`config.mk`:
```
export PLATFORM = sky130hd
export DESIGN_NAME = float45_add_sub_multiply_unit_flat
export DESIGN_NICKNAME = d
export VERILOG_FILES = /design/src/hdl/fpu45_pkg.sv /design/src/hdl/fpu45_op_if.sv /design/src/hdl/fpu45_res_if.sv /design/src/hdl/fpu45_prep.sv /design/src/hdl/fpu45_sum.sv /design/src/hdl/fpu45_round.sv /design/src/hdl/fpu45_norm.sv /design/src/hdl/float45_add_sub_multiply_unit.sv /design/src/flat_wrapper.sv
export SDC_FILE = /design/constraint.sdc
export NUM_CORES = 2
export LEC_CHECK = 0
export BUFFER_PORTS_ARGS = -buffer_cell sky130_fd_sc_hd__buf_2
export CAP_MARGIN = 20
export CORE_ASPECT_RATIO = 0.7
export CORE_MARGIN = 10
export CORE_UTILIZATION = 60
export DETAILED_ROUTE_END_ITERATION = 8
export GPL_TIMING_DRIVEN = 0
export PLACE_DENSITY = 0.79
export SYNTH_ARGS = -nofsm -noshare
export SYNTH_HDL_FRONTEND = slang
export SYNTH_SLANG_ARGS = --single-unit
```
`constraint.sdc`:
```
create_clock -name clk -period 20.6 [get_ports clk]
set_clock_uncertainty 0.05 [all_clocks]
set_input_delay 2.06 -clock clk [delete_from_list [all_inputs] [get_ports clk]]
set_output_delay 2.06 -clock clk [all_outputs]
set_load 0.01 [all_outputs]
```
`src/hdl/fpu45_pkg.sv`:
```
// shared types, field positions and function codes of the 45-bit floating-point unit
package fpu45_pkg;

  localparam int WORD_W   = 45;
  localparam int MANT_W   = 36;
  localparam int EXP_W    = 7;
  localparam int TAG_BIT  = 44;
  localparam int SIGN_BIT = 43;
  localparam int EXP_HI   = 42;
  localparam int EXP_LO   = 36;
  localparam int MANT_HI  = 35;
  localparam int HALF_W   = 18;
  localparam int PP_W     = MANT_W + HALF_W;
  localparam int MEXP_W   = 9;

  localparam logic [1:0] FUNC_ADD    = 2'd0;
  localparam logic [1:0] FUNC_SUB    = 2'd1;
  localparam logic [1:0] FUNC_SUBMAG = 2'd2;
  localparam logic [1:0] FUNC_MUL    = 2'd3;

  localparam logic [MEXP_W-1:0] EXP_BIAS = 9'd64;

  typedef logic [WORD_W-1:0] word_t;
  typedef logic [MANT_W-1:0] mant_t;
  typedef logic [EXP_W-1:0]  exp_t;
  typedef logic [PP_W-1:0]   pp_t;
  typedef logic [MEXP_W-1:0] mexp_t;

  // after operand decode, alignment setup and partial products
  typedef struct packed {
    logic        is_mul;
    logic        skip_round;
    logic        no_norm;
    logic        tag;
    logic        early;
    word_t       pass_word;
    logic        eff_sub;
    logic        x_sign;
    exp_t        x_exp;
    mant_t       x_mant;
    mant_t       y_mant;
    logic [5:0]  shamt;
    pp_t         pp_hi;
    pp_t         pp_lo;
    mexp_t       m_exp;
    logic        m_sign;
  } prep_t;

  // after mantissa add/subtract and product assembly
  typedef struct packed {
    logic        is_mul;
    logic        skip_round;
    logic        no_norm;
    logic        tag;
    logic        early;
    word_t       pass_word;
    logic        eff_sub;
    logic        sign;
    exp_t        x_exp;
    logic [MANT_W:0] sum;
    mant_t       hi;
    mant_t       lo;
    mexp_t       m_exp;
    logic        m_sign;
  } sum_t;

  // after rounding and range checks
  typedef struct packed {
    logic        is_mul;
    logic        do_norm;
    logic        ovf;
    word_t       word;
    word_t       low;
  } fin_t;

endpackage

```
`src/hdl/fpu45_op_if.sv`:
```
// operand channel: function code, flags and two words
interface fpu45_op_if;
  logic              valid;
  logic              ready;
  logic [1:0]        func;
  logic              skip_round;
  logic              no_norm;
  fpu45_pkg::word_t  operand_a;
  fpu45_pkg::word_t  operand_b;

  modport source (output valid, func, skip_round, no_norm, operand_a, operand_b, input ready);
  modport sink   (input valid, func, skip_round, no_norm, operand_a, operand_b, output ready);
endinterface

```
`src/hdl/fpu45_res_if.sv`:
```
// result channel: result word, omega, low product and overflow
interface fpu45_res_if;
  logic              valid;
  logic              ready;
  fpu45_pkg::word_t  result;
  logic              omega;
  fpu45_pkg::word_t  low_product;
  logic              overflow;

  modport source (output valid, result, omega, low_product, overflow, input ready);
  modport sink   (input valid, result, omega, low_product, overflow, output ready);
endinterface

```
`src/hdl/fpu45_prep.sv`:
```
// stage 1: operand decode, zero and far checks, swap, partial products
module fpu45_prep (
  input  logic              clk,
  input  logic              rst,
  fpu45_op_if.sink          op,
  output logic              dn_valid,
  input  logic              dn_ready,
  output fpu45_pkg::prep_t  dn_data
);

  fpu45_pkg::prep_t data_next;
  fpu45_pkg::prep_t data;
  logic             valid;

  always_comb begin
    fpu45_pkg::word_t a;
    fpu45_pkg::word_t b;
    fpu45_pkg::word_t x;
    fpu45_pkg::word_t y;
    fpu45_pkg::word_t pass;
    fpu45_pkg::exp_t  ae;
    fpu45_pkg::exp_t  be;
    fpu45_pkg::exp_t  diff;
    logic             a_zero;
    logic             b_zero;
    logic             swap;
    logic             far;
    a = op.operand_a;
    b = op.operand_b;
    case (op.func)
      fpu45_pkg::FUNC_SUB: begin
        b[fpu45_pkg::SIGN_BIT] = ~b[fpu45_pkg::SIGN_BIT];
      end
      fpu45_pkg::FUNC_SUBMAG: begin
        a[fpu45_pkg::SIGN_BIT] = 1'b0;
        b[fpu45_pkg::SIGN_BIT] = 1'b1;
      end
      default: begin
      end
    endcase
    ae     = a[fpu45_pkg::EXP_HI:fpu45_pkg::EXP_LO];
    be     = b[fpu45_pkg::EXP_HI:fpu45_pkg::EXP_LO];
    a_zero = (a[fpu45_pkg::EXP_HI:0] == '0);
    b_zero = (b[fpu45_pkg::EXP_HI:0] == '0);
    swap   = (be > ae);
    x      = swap ? b : a;
    y      = swap ? a : b;
    diff   = x[fpu45_pkg::EXP_HI:fpu45_pkg::EXP_LO] - y[fpu45_pkg::EXP_HI:fpu45_pkg::EXP_LO];
    far    = (diff >= fpu45_pkg::EXP_W'(fpu45_pkg::MANT_W));
    pass   = a_zero ? b : (b_zero ? a : x);

    data_next.is_mul     = (op.func == fpu45_pkg::FUNC_MUL);
    data_next.skip_round = op.skip_round;
    data_next.no_norm    = op.no_norm;
    data_next.tag       = a[fpu45_pkg::TAG_BIT] | b[fpu45_pkg::TAG_BIT];
    data_next.early     = a_zero | b_zero | far;
    data_next.pass_word = pass;
    data_next.pass_word[fpu45_pkg::TAG_BIT] = data_next.tag;
    data_next.eff_sub   = x[fpu45_pkg::SIGN_BIT] ^ y[fpu45_pkg::SIGN_BIT];
    data_next.x_sign    = x[fpu45_pkg::SIGN_BIT];
    data_next.x_exp     = x[fpu45_pkg::EXP_HI:fpu45_pkg::EXP_LO];
    data_next.x_mant    = x[fpu45_pkg::MANT_HI:0];
    data_next.y_mant    = y[fpu45_pkg::MANT_HI:0];
    data_next.shamt     = diff[5:0];
    // two 36x18 partial products of the mantissas
    data_next.pp_hi = {{fpu45_pkg::HALF_W{1'b0}}, a[fpu45_pkg::MANT_HI:0]}
                    * {{fpu45_pkg::MANT_W{1'b0}},
                       b[fpu45_pkg::MANT_HI:fpu45_pkg::HALF_W]};
    data_next.pp_lo = {{fpu45_pkg::HALF_W{1'b0}}, a[fpu45_pkg::MANT_HI:0]}
                    * {{fpu45_pkg::MANT_W{1'b0}}, b[fpu45_pkg::HALF_W-1:0]};
    data_next.m_exp  = {2'b00, ae} + {2'b00, be} - fpu45_pkg::EXP_BIAS;
    data_next.m_sign = a[fpu45_pkg::SIGN_BIT] ^ b[fpu45_pkg::SIGN_BIT];
  end

  assign op.ready = !valid || dn_ready;
  assign dn_valid = valid;
  assign dn_data  = data;

  always_ff @(posedge clk) begin
    if (rst) begin
      valid <= 1'b0;
    end else if (op.ready) begin
      valid <= op.valid;
    end
  end

  always_ff @(posedge clk) begin
    if (op.ready && op.valid) begin
      data <= data_next;
    end
  end

endmodule

```
`src/hdl/fpu45_sum.sv`:
```
// stage 2: mantissa alignment and add/subtract, product assembly
module fpu45_sum (
  input  logic              clk,
  input  logic              rst,
  input  logic              up_valid,
  output logic              up_ready,
  input  fpu45_pkg::prep_t  up_data,
  output logic              dn_valid,
  input  logic              dn_ready,
  output fpu45_pkg::sum_t   dn_data
);

  fpu45_pkg::sum_t data_next;
  fpu45_pkg::sum_t data;
  logic            valid;

  always_comb begin
    fpu45_pkg::mant_t ym_sh;
    fpu45_pkg::pp_t   psum;
    logic             ge;
    ym_sh = up_data.y_mant >> up_data.shamt;
    ge    = (up_data.x_mant >= ym_sh);
    psum  = up_data.pp_hi
          + {{fpu45_pkg::HALF_W{1'b0}}, up_data.pp_lo[fpu45_pkg::PP_W-1:fpu45_pkg::HALF_W]};

    data_next.is_mul     = up_data.is_mul;
    data_next.skip_round = up_data.skip_round;
    data_next.no_norm    = up_data.no_norm;
    data_next.tag       = up_data.tag;
    data_next.early     = up_data.early;
    data_next.pass_word = up_data.pass_word;
    data_next.eff_sub   = up_data.eff_sub;
    data_next.x_exp     = up_data.x_exp;
    if (up_data.eff_sub) begin
      data_next.sum  = ge ? {1'b0, up_data.x_mant - ym_sh} : {1'b0, ym_sh - up_data.x_mant};
      data_next.sign = up_data.x_sign ^ !ge;
    end else begin
      data_next.sum  = {1'b0, up_data.x_mant} + {1'b0, ym_sh};
      data_next.sign = up_data.x_sign;
    end
    data_next.hi     = psum[fpu45_pkg::PP_W-1:fpu45_pkg::HALF_W];
    data_next.lo     = {psum[fpu45_pkg::HALF_W-1:0], up_data.pp_lo[fpu45_pkg::HALF_W-1:0]};
    data_next.m_exp  = up_data.m_exp;
    data_next.m_sign = up_data.m_sign;
  end

  assign up_ready = !valid || dn_ready;
  assign dn_valid = valid;
  assign dn_data  = data;

  always_ff @(posedge clk) begin
    if (rst) begin
      valid <= 1'b0;
    end else if (up_ready) begin
      valid <= up_valid;
    end
  end

  always_ff @(posedge clk) begin
    if (up_ready && up_valid) begin
      data <= data_next;
    end
  end

endmodule

```
`src/hdl/fpu45_round.sv`:
```
// stage 3: carry rounding, product normalize/round, range checks
module fpu45_round (
  input  logic              clk,
  input  logic              rst,
  input  logic              up_valid,
  output logic              up_ready,
  input  fpu45_pkg::sum_t   up_data,
  output logic              dn_valid,
  input  logic              dn_ready,
  output fpu45_pkg::fin_t   dn_data
);

  fpu45_pkg::fin_t data_next;
  fpu45_pkg::fin_t data;
  logic            valid;

  always_comb begin
    fpu45_pkg::word_t tag_only;
    fpu45_pkg::mant_t hi;
    fpu45_pkg::mant_t lo;
    fpu45_pkg::mexp_t e;
    logic [fpu45_pkg::MANT_W:0] r;
    logic [fpu45_pkg::EXP_W:0]  ex_inc;
    tag_only = '0;
    tag_only[fpu45_pkg::TAG_BIT] = up_data.tag;
    hi     = up_data.hi;
    lo     = up_data.lo;
    e      = up_data.m_exp;
    r      = up_data.skip_round ? up_data.sum
                                : up_data.sum + {{fpu45_pkg::MANT_W{1'b0}}, 1'b1};
    ex_inc = {1'b0, up_data.x_exp} + {{fpu45_pkg::EXP_W{1'b0}}, 1'b1};

    data_next.is_mul  = up_data.is_mul;
    data_next.do_norm = 1'b0;
    data_next.ovf     = 1'b0;
    data_next.word    = tag_only;
    data_next.low     = '0;

    if (up_data.is_mul) begin
      // one-place left normalize, otherwise round on the top low bit
      if (!up_data.no_norm && !hi[fpu45_pkg::MANT_HI]) begin
        e        = e - 9'd1;
        {hi, lo} = {hi, lo} << 1;
      end else if (!up_data.skip_round && lo[fpu45_pkg::MANT_HI]) begin
        hi = hi + 36'd1;
      end
      if (hi == '0 || e[fpu45_pkg::MEXP_W-1]) begin
        data_next.low = {{(fpu45_pkg::WORD_W-fpu45_pkg::MANT_W){1'b0}}, lo};
      end else if (e[fpu45_pkg::EXP_W]) begin
        data_next.ovf = 1'b1;
      end else begin
        data_next.word = {up_data.tag, up_data.m_sign, e[fpu45_pkg::EXP_W-1:0], hi};
        data_next.low  = {up_data.tag, up_data.m_sign, e[fpu45_pkg::EXP_W-1:0], lo};
      end
    end else if (up_data.early) begin
      data_next.word    = up_data.pass_word;
      data_next.do_norm = !up_data.no_norm;
    end else if (!up_data.eff_sub && up_data.sum[fpu45_pkg::MANT_W]) begin
      // mantissa carry: shift right one place, bump the exponent
      if (ex_inc[fpu45_pkg::EXP_W]) begin
        data_next.ovf = 1'b1;
      end else begin
        data_next.word = {up_data.tag, up_data.sign, ex_inc[fpu45_pkg::EXP_W-1:0],
                          r[fpu45_pkg::MANT_W:1]};
        data_next.do_norm = !up_data.no_norm;
      end
    end else begin
      data_next.word = {up_data.tag, up_data.sign, up_data.x_exp,
                        up_data.sum[fpu45_pkg::MANT_HI:0]};
      data_next.do_norm = !up_data.no_norm;
    end
  end

  assign up_ready = !valid || dn_ready;
  assign dn_valid = valid;
  assign dn_data  = data;

  always_ff @(posedge clk) begin
    if (rst) begin
      valid <= 1'b0;
    end else if (up_ready) begin
      valid <= up_valid;
    end
  end

  always_ff @(posedge clk) begin
    if (up_ready && up_valid) begin
      data <= data_next;
    end
  end

endmodule

```
`src/hdl/fpu45_norm.sv`:
```
// stage 4: left normalization, omega and output register
module fpu45_norm (
  input  logic              clk,
  input  logic              rst,
  input  logic              up_valid,
  output logic              up_ready,
  input  fpu45_pkg::fin_t   up_data,
  fpu45_res_if.source       res
);

  fpu45_pkg::word_t result_next;
  fpu45_pkg::word_t result;
  logic             omega;
  fpu45_pkg::word_t low_product;
  logic             overflow;
  logic             valid;

  // leading-zero shift in six binary steps
  function automatic fpu45_pkg::word_t norm_left(input fpu45_pkg::word_t w);
    fpu45_pkg::mant_t m;
    fpu45_pkg::exp_t  e;
    fpu45_pkg::word_t r;
    logic [5:0]       lz;
    m  = w[fpu45_pkg::MANT_HI:0];
    e  = w[fpu45_pkg::EXP_HI:fpu45_pkg::EXP_LO];
    lz = '0;
    if (m[35:4] == '0) begin
      m  = m << 32;
      lz = lz + 6'd32;
    end
    if (m[35:20] == '0) begin
      m  = m << 16;
      lz = lz + 6'd16;
    end
    if (m[35:28] == '0) begin
      m  = m << 8;
      lz = lz + 6'd8;
    end
    if (m[35:32] == '0) begin
      m  = m << 4;
      lz = lz + 6'd4;
    end
    if (m[35:34] == '0) begin
      m  = m << 2;
      lz = lz + 6'd2;
    end
    if (!m[35]) begin
      m  = m << 1;
      lz = lz + 6'd1;
    end
    r = '0;
    r[fpu45_pkg::TAG_BIT] = w[fpu45_pkg::TAG_BIT];
    if (m[35] && e >= {1'b0, lz}) begin
      r = {w[fpu45_pkg::TAG_BIT], w[fpu45_pkg::SIGN_BIT], e - {1'b0, lz}, m};
    end
    return r;
  endfunction

  assign result_next = up_data.do_norm ? norm_left(up_data.word) : up_data.word;

  assign up_ready        = !valid || res.ready;
  assign res.valid       = valid;
  assign res.result      = result;
  assign res.omega       = omega;
  assign res.low_product = low_product;
  assign res.overflow    = overflow;

  always_ff @(posedge clk) begin
    if (rst) begin
      valid <= 1'b0;
    end else if (up_ready) begin
      valid <= up_valid;
    end
  end

  always_ff @(posedge clk) begin
    if (up_ready && up_valid) begin
      result      <= result_next;
      omega       <= up_data.is_mul
                     ? (result_next[fpu45_pkg::EXP_HI:fpu45_pkg::EXP_LO] > 7'd64)
                     : result_next[fpu45_pkg::SIGN_BIT];
      low_product <= up_data.low;
      overflow    <= up_data.ovf;
    end
  end

endmodule

```
`src/hdl/float45_add_sub_multiply_unit.sv`:
```
// top level of the 45-bit floating-point add/subtract/multiply unit
// each accepted operand passes the prep, sum, round and norm registers to its result
// throughput: one transaction per cycle; the four register stages are each gated by
//   the stage below, so a stalled result holds the pipe without loss or repeats
// reset (rst, synchronous) clears the four stage valid bits; payload registers keep junk
module float45_add_sub_multiply_unit (
  input  logic        clk,
  input  logic        rst,
  fpu45_op_if.sink    op_chan,
  fpu45_res_if.source res_chan
);

  // stage 1 -> 2
  logic             prep_valid;
  logic             prep_ready;
  fpu45_pkg::prep_t prep_data;
  // stage 2 -> 3
  logic             sum_valid;
  logic             sum_ready;
  fpu45_pkg::sum_t  sum_data;
  // stage 3 -> 4
  logic             fin_valid;
  logic             fin_ready;
  fpu45_pkg::fin_t  fin_data;

  // decode function code, find zero/negligible operands, order by exponent,
  // and form the two 36x18 partial products
  fpu45_prep u_prep (
    .clk      (clk),
    .rst      (rst),
    .op       (op_chan),
    .dn_valid (prep_valid),
    .dn_ready (prep_ready),
    .dn_data  (prep_data)
  );

  // align the smaller operand and add or subtract magnitudes;
  // sum partial products into the 72-bit product
  fpu45_sum u_sum (
    .clk      (clk),
    .rst      (rst),
    .up_valid (prep_valid),
    .up_ready (prep_ready),
    .up_data  (prep_data),
    .dn_valid (sum_valid),
    .dn_ready (sum_ready),
    .dn_data  (sum_data)
  );

  // handle the mantissa carry with rounding, normalize or round the product,
  // and check exponent underflow and overflow
  fpu45_round u_round (
    .clk      (clk),
    .rst      (rst),
    .up_valid (sum_valid),
    .up_ready (sum_ready),
    .up_data  (sum_data),
    .dn_valid (fin_valid),
    .dn_ready (fin_ready),
    .dn_data  (fin_data)
  );

  // left normalize add-group results, derive omega, drive the result channel
  fpu45_norm u_norm (
    .clk      (clk),
    .rst      (rst),
    .up_valid (fin_valid),
    .up_ready (fin_ready),
    .up_data  (fin_data),
    .res      (res_chan)
  );

endmodule
```
`src/flat_wrapper.sv`:
```
// flat-port wrapper written by rule: the top's interface ports become plain ports
module float45_add_sub_multiply_unit_flat 
  (clk, rst, op_chan_valid, op_chan_func, op_chan_skip_round, op_chan_no_norm, op_chan_operand_a, op_chan_operand_b, op_chan_ready, res_chan_valid, res_chan_result, res_chan_omega, res_chan_low_product, res_chan_overflow, res_chan_ready);
  fpu45_op_if op_chan_i ();
  fpu45_res_if res_chan_i ();
  input  logic clk;
  input  logic rst;
  input wire logic [$bits(op_chan_i.valid)-1:0] op_chan_valid;
  input wire logic [$bits(op_chan_i.func)-1:0] op_chan_func;
  input wire logic [$bits(op_chan_i.skip_round)-1:0] op_chan_skip_round;
  input wire logic [$bits(op_chan_i.no_norm)-1:0] op_chan_no_norm;
  input wire logic [$bits(op_chan_i.operand_a)-1:0] op_chan_operand_a;
  input wire logic [$bits(op_chan_i.operand_b)-1:0] op_chan_operand_b;
  output wire logic [$bits(op_chan_i.ready)-1:0] op_chan_ready;
  output wire logic [$bits(res_chan_i.valid)-1:0] res_chan_valid;
  output wire logic [$bits(res_chan_i.result)-1:0] res_chan_result;
  output wire logic [$bits(res_chan_i.omega)-1:0] res_chan_omega;
  output wire logic [$bits(res_chan_i.low_product)-1:0] res_chan_low_product;
  output wire logic [$bits(res_chan_i.overflow)-1:0] res_chan_overflow;
  input wire logic [$bits(res_chan_i.ready)-1:0] res_chan_ready;
  assign op_chan_i.valid = op_chan_valid;
  assign op_chan_i.func = op_chan_func;
  assign op_chan_i.skip_round = op_chan_skip_round;
  assign op_chan_i.no_norm = op_chan_no_norm;
  assign op_chan_i.operand_a = op_chan_operand_a;
  assign op_chan_i.operand_b = op_chan_operand_b;
  assign op_chan_ready = op_chan_i.ready;
  assign res_chan_valid = res_chan_i.valid;
  assign res_chan_result = res_chan_i.result;
  assign res_chan_omega = res_chan_i.omega;
  assign res_chan_low_product = res_chan_i.low_product;
  assign res_chan_overflow = res_chan_i.overflow;
  assign res_chan_i.ready = res_chan_ready;
  float45_add_sub_multiply_unit u_core (.clk(clk), .rst(rst), .op_chan(op_chan_i), .res_chan(res_chan_i));
endmodule
```
Yosys cells after proc, flatten, opt, wreduce, memory -nomap -nowiden
Cells that the tools add are included.

Order comparisons: 5. Reductions and logical operators: 31. Bitwise gates (word level): 8. Shift-type cells: 1. Equal/unequal tests: 3. $add $sub $neg: 17. $mul: 2. Muxes and demuxes: 45.

Operator list (count): 36-bit two-way mux (12); 44-bit two-way mux (8); 36-bit by 18-bit multiplier with 54-bit output (2); 46-bit two-way mux (2); 89-bit two-way mux (1); 43-bit zero test (2); 37-bit two-way mux (2); 36-bit subtractor (2); 54-bit by 36-bit adder with 54-bit output (1); 45-bit two-way mux (1); 36-bit by 36-bit adder with 37-bit output (1); 37-bit by 1-bit adder with 37-bit output (second input constant) (1); 36-bit by 1-bit adder with 36-bit output (second input constant) (1); 36-bit greater-or-equal comparator (1); 36-bit zero test (1); 6-bit two-way mux (6); 36-bit by 6-bit right shift with 36-bit output (1); 32-bit zero test (1); 9-bit two-way mux (2); 16-bit zero test (1); 1-bit two-way mux (10); 1-bit zero test (9); 8-bit by 7-bit subtractor with 9-bit output (second input constant) (1); 9-bit by 1-bit subtractor with 9-bit output (second input constant) (1); other kinds (25) (42).

Output and inout port bits: 94. Register bits: 622. Input port bits: 98.

Logic depth before layout (Yosys ltp)
Depth in word-level cells: 18. Gate-level depth with buffers: 27. Mapped depth without buffers: 25.

Cells and area by module
A second synthesis with hierarchy kept.

Cells, all modules: 8450. Area total of the unflattened synthesis: 79880.4 µm².

Modules (own cells, without submodules): fpu45_prep (instances 1, area each 50960.1 µm², sequential area each 7617.3 µm², cells an instance 5360); fpu45_sum (instances 1, area each 15561.2 µm², sequential area each 5365.1 µm², cells an instance 1696); fpu45_round (instances 1, area each 7689.9 µm², sequential area each 2812.7 µm², cells an instance 857); fpu45_norm (instances 1, area each 5669.2 µm², sequential area each 2782.7 µm², cells an instance 537).

Worst setup path before layout
Ideal clock, no wire load.

Path type: input-to-reg. Start point: in res_chan_ready. End point: reg u_core.u_prep.data, in the netlist u_core.u_prep.dn_data[0] (enable). Slack: 5093 ps. Path buffers: 0. Library setup time: 950 ps. Cell stages on the path: 3. Arrival time: 14506 ps. Cell sequence: nor2b_1 > and3_1 > a21oi_1.

Longest elaborated chain between the ends: 5.

RTL lines: from (decl) (RTL line flat_wrapper.sv:20) `input wire logic [$bits(res_chan_i.ready)-1:0] res_chan_ready;`; 1-bit logical OR (RTL line fpu45_norm.sv:61) `assign up_ready = !valid || res.ready;`; 1-bit logical OR (RTL line fpu45_round.sv:74) `assign up_ready = !valid || dn_ready;`; 1-bit logical OR (RTL line fpu45_sum.sv:47) `assign up_ready = !valid || dn_ready;`; 1-bit logical OR (RTL line fpu45_prep.sv:75) `assign op.ready = !valid || dn_ready;`; 1-bit logical AND (RTL line fpu45_prep.sv:88) `if (op.ready && op.valid) begin`; to (signal assigned) (RTL line fpu45_prep.sv:89) `data <= data_next;`; to (decl) (RTL line fpu45_prep.sv:12) `fpu45_pkg::prep_t data;`.

Every way passes these cells. A chain may end at the register's enable or synchronous reset.

==> flow_summary.html <==
<table>
<tr><th>Metric</th><th>Value</th></tr>
<tr><th colspan="2">Routing</th></tr>
<tr><td>Via-to-Cell Ratio</td><td>between 6 and 7</td></tr>
<tr><td>Number of antenna-violating nets in the routed design</td><td>0</td></tr>
<tr><td>Total number of vias</td><td>66200</td></tr>
<tr><td>First-pass iteration count of the detailed router</td><td>9</td></tr>
<tr><td>Detailed-route wire length per cell</td><td>27.1 um</td></tr>
<tr><td>Post-route DRC violation count</td><td>30</td></tr>
<tr><td>Iteration-0 DRC Markers</td><td>approximately 10000</td></tr>
<tr><td>Routed WL</td><td>approximately 290000 um</td></tr>
<tr><th colspan="2">Timing</th></tr>
<tr><td>Count of endpoints failing hold in the final timing report</td><td>0</td></tr>
<tr><td>Pins over their slew limit</td><td>0</td></tr>
<tr><td>Tmin final</td><td>about 12 ns</td></tr>
<tr><td>Finish-stage setup viols</td><td>0</td></tr>
<tr><td>Final cycle utilization of the critical path</td><td>0.562</td></tr>
<tr><td>Headroom to the max-slew limit</td><td>0.0961</td></tr>
<tr><td>RSZ-0062 raised after global routing</td><td>false</td></tr>
<tr><td>F_max</td><td>0.0864 GHz</td></tr>
<tr><td>Hold Slack</td><td>0.339 ns</td></tr>
<tr><td>Worst Max-Slew Pin Slew</td><td>1.36 ns</td></tr>
<tr><th colspan="2">Die</th></tr>
<tr><td>Initial cell density of the core</td><td>0.606</td></tr>
<tr><td>Core box area</td><td>roughly 0.13 mm2</td></tr>
<tr><td>Ports placed on the boundary</td><td>192</td></tr>
<tr><td>Floorplan die height</td><td>322 um</td></tr>
<tr><td>Die X-Extent</td><td>451 um</td></tr>
<tr><td>Die area</td><td>0.145 mm2</td></tr>
<tr><td>Floorplan row count</td><td>110</td></tr>
<tr><th colspan="2">Synth</th></tr>
<tr><td>Largest area contributor in the synthesized netlist</td><td>sky130_fd_sc_hd__fa_1</td></tr>
<tr><td>Area fraction of the dominant cell type after synthesis</td><td>0.280</td></tr>
<tr><td>Gate Count Post-Synth</td><td>~8400</td></tr>
<tr><td>Post-Synth XOR/XNOR Area</td><td>0.0244</td></tr>
<tr><td>Area fraction in compound gates after synthesis</td><td>0.103</td></tr>
<tr><td>Number of warnings issued by yosys</td><td>0</td></tr>
<tr><td>Portion of the post-synthesis area used by sequential elements</td><td>0.237</td></tr>
<tr><td>Commonest register cell after synthesis</td><td>sky130_fd_sc_hd__edfxtp_1</td></tr>
<tr><td>Post-synthesis async set-or-reset flop share</td><td>0</td></tr>
<tr><td>Post-Syn Nets</td><td>10100</td></tr>
<tr><td>Area contributors post-synth</td><td>sky130_fd_sc_hd__fa_1 28%, sky130_fd_sc_hd__edfxtp_1 24%, sky130_fd_sc_hd__nand2_1 7.1%, sky130_fd_sc_hd__ha_1 7.0%, sky130_fd_sc_hd__inv_1 6.8%</td></tr>
<tr><td>Post-Synthesis Mean Instance Area</td><td>around 9.3 um2</td></tr>
<tr><td>EDFF count, synth</td><td>615</td></tr>
<tr><td>Mux share of post-synthesis cell area</td><td>0.0331</td></tr>
<tr><td>Largest family of logic cells by synthesized area</td><td>adder cells</td></tr>
<tr><td>Synthesized flop and latch total</td><td>~620</td></tr>
<tr><td>Most frequent cell after synthesis</td><td>sky130_fd_sc_hd__nand2_1</td></tr>
<tr><td>Post-Synthesis Cell Area</td><td>0.0781 mm2</td></tr>
<tr><td>Adder and majority gate portion of the synthesized area</td><td>0.350</td></tr>
<tr><td>Unique masters post-synth</td><td>91</td></tr>
<tr><td>Simple-gate share of the synthesized area</td><td>0.159</td></tr>
<tr><td>List of most frequent post-synthesis cells</td><td>1472 x sky130_fd_sc_hd__nand2_1, 1418 x sky130_fd_sc_hd__inv_1, 1094 x sky130_fd_sc_hd__fa_1, 615 x sky130_fd_sc_hd__edfxtp_1, 445 x sky130_fd_sc_hd__clkbuf_1</td></tr>
<tr><th colspan="2">Clock network</th></tr>
<tr><td>Number of buffers added for setup after CTS</td><td>0</td></tr>
<tr><td>CTS Root Buffer Type</td><td>sky130_fd_sc_hd__clkbuf_16</td></tr>
<tr><td>Clock Latency Late Sink</td><td>0.69 ns</td></tr>
<tr><td>Clock net sink count</td><td>619</td></tr>
<tr><td>Clock tree from TritonCTS</td><td>done</td></tr>
<tr><td>Number of instances resized during post-cts repair</td><td>0</td></tr>
<tr><td>Number of buffers added by the clock tree synthesis step</td><td>60</td></tr>
<tr><td>Clock input transition at the sequential cells of the worst setup and hold paths</td><td>0.07 ns</td></tr>
<tr><td>Number of buffers inserted for hold repair after clock tree synthesis</td><td>0</td></tr>
<tr><td>Maximum count of clock buffers along a single path</td><td>3</td></tr>
<tr><td>Number of levels in the clock H-tree</td><td>2</td></tr>
<tr><th colspan="2">Setup path</th></tr>
<tr><td>Most frequent CP cell</td><td>sky130_fd_sc_hd__fa_1</td></tr>
<tr><td>Max incr delay on CP</td><td>1.03 ns</td></tr>
<tr><td>Number of cells on the worst reg-to-reg path</td><td>26</td></tr>
<tr><td>Reg2Reg Capture Point</td><td>u_core.u_sum.dn_data[107]$_DFFE_PP_</td></tr>
<tr><td>Data arrival at the endpoint of the critical path</td><td>11.85 ns</td></tr>
<tr><td>Worst setup path start</td><td>op_chan_operand_a[23]</td></tr>
<tr><td>Critical-path top delay cell</td><td>sky130_fd_sc_hd__xnor2_1</td></tr>
<tr><td>Nature of the critical path endpoint</td><td>register</td></tr>
<tr><td>Critical register-to-register path startpoint</td><td>u_core.u_prep.dn_data[118]$_DFFE_PP_</td></tr>
<tr><td>Cell Chain, Critical Path</td><td>buf_2 -&gt; clkbuf_1 -&gt; clkbuf_1 -&gt; nand2_1 -&gt; fa_1 -&gt; inv_1 -&gt; fa_1 -&gt; inv_1 -&gt; fa_1 -&gt; fa_1 -&gt; fa_1 -&gt; inv_1 -&gt; fa_1 -&gt; ha_1 -&gt; nand3_1 -&gt; or3_1 -&gt; o21bai_1 -&gt; o221ai_1 -&gt; o31a_1 -&gt; nor2_1 -&gt; a31oi_1 -&gt; xnor2_1</td></tr>
<tr><td>WP data required</td><td>between 20 and 25 ns</td></tr>
<tr><td>Kind of start point of the critical path</td><td>input pin</td></tr>
<tr><td>Maximum fanout along the worst path</td><td>10</td></tr>
<tr><td>Kind of critical path</td><td>input pin to register</td></tr>
<tr><td>Register-to-register path setup slack</td><td>around 10 ns</td></tr>
<tr><th colspan="2">Placement</th></tr>
<tr><td>Post-DP HPWL</td><td>~240000 um</td></tr>
<tr><td>Routability-driven placement congestion ratio</td><td>1.09</td></tr>
<tr><td># port buffers</td><td>191</td></tr>
<tr><th colspan="2">Hold path</th></tr>
<tr><td>Launch point of the worst hold path</td><td>u_core.u_prep.dn_data[241]$_DFFE_PP_</td></tr>
<tr><td>Tightest Hold Check Type</td><td>register to register</td></tr>
<tr><td>Worst-case hold path end point</td><td>u_core.u_sum.dn_data[164]$_DFFE_PP_</td></tr>
<tr><td>Cells on Worst Hold Path</td><td>0</td></tr>
<tr><th colspan="2">Layout</th></tr>
<tr><td>Share of post-route cells with drive strength above 1</td><td>0.0597</td></tr>
<tr><td>Area growth from synthesis to layout</td><td>8.30%</td></tr>
<tr><td>Post-layout nets</td><td>about 10000</td></tr>
<tr><th colspan="2">Status</th></tr>
<tr><td>Status</td><td>complete, but fails checks</td></tr>
<tr><td>Failing checks</td><td>DRC</td></tr>
<tr><th colspan="2">Job</th></tr>
<tr><td>Maximum capacitance violations</td><td>0</td></tr>
<tr><th colspan="2">Global route</th></tr>
<tr><td>Initial antenna violation count</td><td>39</td></tr>
<tr><td>Maximum number of pins on one net before global-route repair</td><td>39</td></tr>
<tr><td>GRT Total Usage</td><td>0.387</td></tr>
<tr><td>Number of global-route vias before repair</td><td>64200</td></tr>
<tr><td>Global route overflow</td><td>0</td></tr>
<tr><td>First-pass GRT wire length</td><td>418000 um</td></tr>
</table>
-- critical path, delay by kind of cell --
kind	cells	cell delay (ns)
adder cells (fa/ha/maj)	7	3.59
buffers and inverters	6	2.01
AND/OR/NAND/NOR	4	1.29
AO/OA/AOI/OAI	4	1.83
XOR/XNOR	1	1.03
-- state kept, by name (all words and copies together) (netlist names) --
register	flops
u_core.u_round.dn_valid	1
u_core.u_norm.res.valid	1
u_core.u_sum.dn_data	177
u_core.u_sum.dn_valid	1
u_core.u_prep.dn_valid	1
u_core.u_prep.dn_data	253
u_core.u_norm.res.overflow	1
u_core.u_norm.res.omega	1
u_core.u_norm.res.low_product	45
u_core.u_round.dn_data	93
u_core.u_norm.res.result	45
-- cells in the final DEF (no fill, tap or decap), types with 88 or more instances in the layout --
cell type | netlist | final
sky130_fd_sc_hd__nor2_1 | 280 | 279
sky130_fd_sc_hd__a21o_1 | 131 | 131
sky130_fd_sc_hd__a21oi_1 | 401 | 400
sky130_fd_sc_hd__ha_1 | 434 | 434
sky130_fd_sc_hd__fa_1 | 1094 | 1094
sky130_fd_sc_hd__xnor2_1 | 161 | 161
sky130_fd_sc_hd__nand3_1 | 92 | 92
sky130_fd_sc_hd__inv_1 | 1418 | 1418
sky130_fd_sc_hd__clkbuf_1 | 445 | 450
sky130_fd_sc_hd__o21ai_0 | 183 | 183
sky130_fd_sc_hd__nand2_1 | 1472 | 1472
sky130_fd_sc_hd__nor3_1 | 88 | 88
sky130_fd_sc_hd__buf_2 | 17 | 208
sky130_fd_sc_hd__and2_1 | 406 | 406
sky130_fd_sc_hd__edfxtp_1 | 615 | 615
sky130_fd_sc_hd__mux2i_1 | 140 | 140
-- layer usage --
metal	part of all wire	track usage	vias up
met4	0.047	0.148	26
li1	-	-	27900
met2	0.39	0.522	4917
met5	0.00074	0	-
met1	0.39	0.541	32600
met3	0.17	0.176	715
-- stage by stage --
step / worst slack [ns] / std cells / TNS, ns / area (um2) / util
after floorplan: 5.09 / 8444 / 0 / 78100 / -
final: 9.03 / 10600 / 0 / 84600 / 0.656
after global placement: -0.726 / 10400 / -162.10 / 81300 / 0.630
after CTS: 9.78 / 10500 / 0 / 84400 / 0.654
after global routing: 9.11 / 10600 / 0 / 84600 / 0.656
after detailed placement: 9.04 / 10400 / 0 / 82300 / 0.638
-- final cells by class --
cell class	instances	area (um2)
Inverter	1420	5330
Buffer	507	1970
Timing Repair Buffer	261	2070
Multi-Input combinational cell	5898	52300
Sequential cell	619	18500
Tap cell	1736	2170
Antenna cell	15	37.5
Clock inverter	45	607
Clock buffer	67	1530
Fill cell	10500	44400
-- worst max-delay path by stage --
stage | cells past startpoint | endpoint | slack (ns)
2_1_floorplan | 3 | u_core.u_prep.dn_data[0]$_DFFE_PP_ | 5.09
3_3_place_gp | 4 | u_core.u_prep.dn_data[185]$_DFFE_PP_ | -0.73
3_5_place_dp | 22 | u_core.u_prep.dn_data[58]$_DFFE_PP_ | 9.04
4_1_cts | 22 | u_core.u_prep.dn_data[58]$_DFFE_PP_ | 9.78
5_1_grt | 24 | u_core.u_prep.dn_data[60]$_DFFE_PP_ | 9.11
6_report | 22 | u_core.u_prep.dn_data[58]$_DFFE_PP_ | 9.03
-- kinds of logic (layout without fill, tap and decap cells) --
family	Yosys count	after routing
compound gates	1238	1238
xor+xnor	218	218
fa+ha+maj	1528	1528
buf+inv	1927	2300
flops	619	619
mux	220	220
other cells	0	15
simple gates	2694	2694
Power is not shown: default switching activity piles up to over one toggle a cycle in this logic, so the estimate is an artifact.
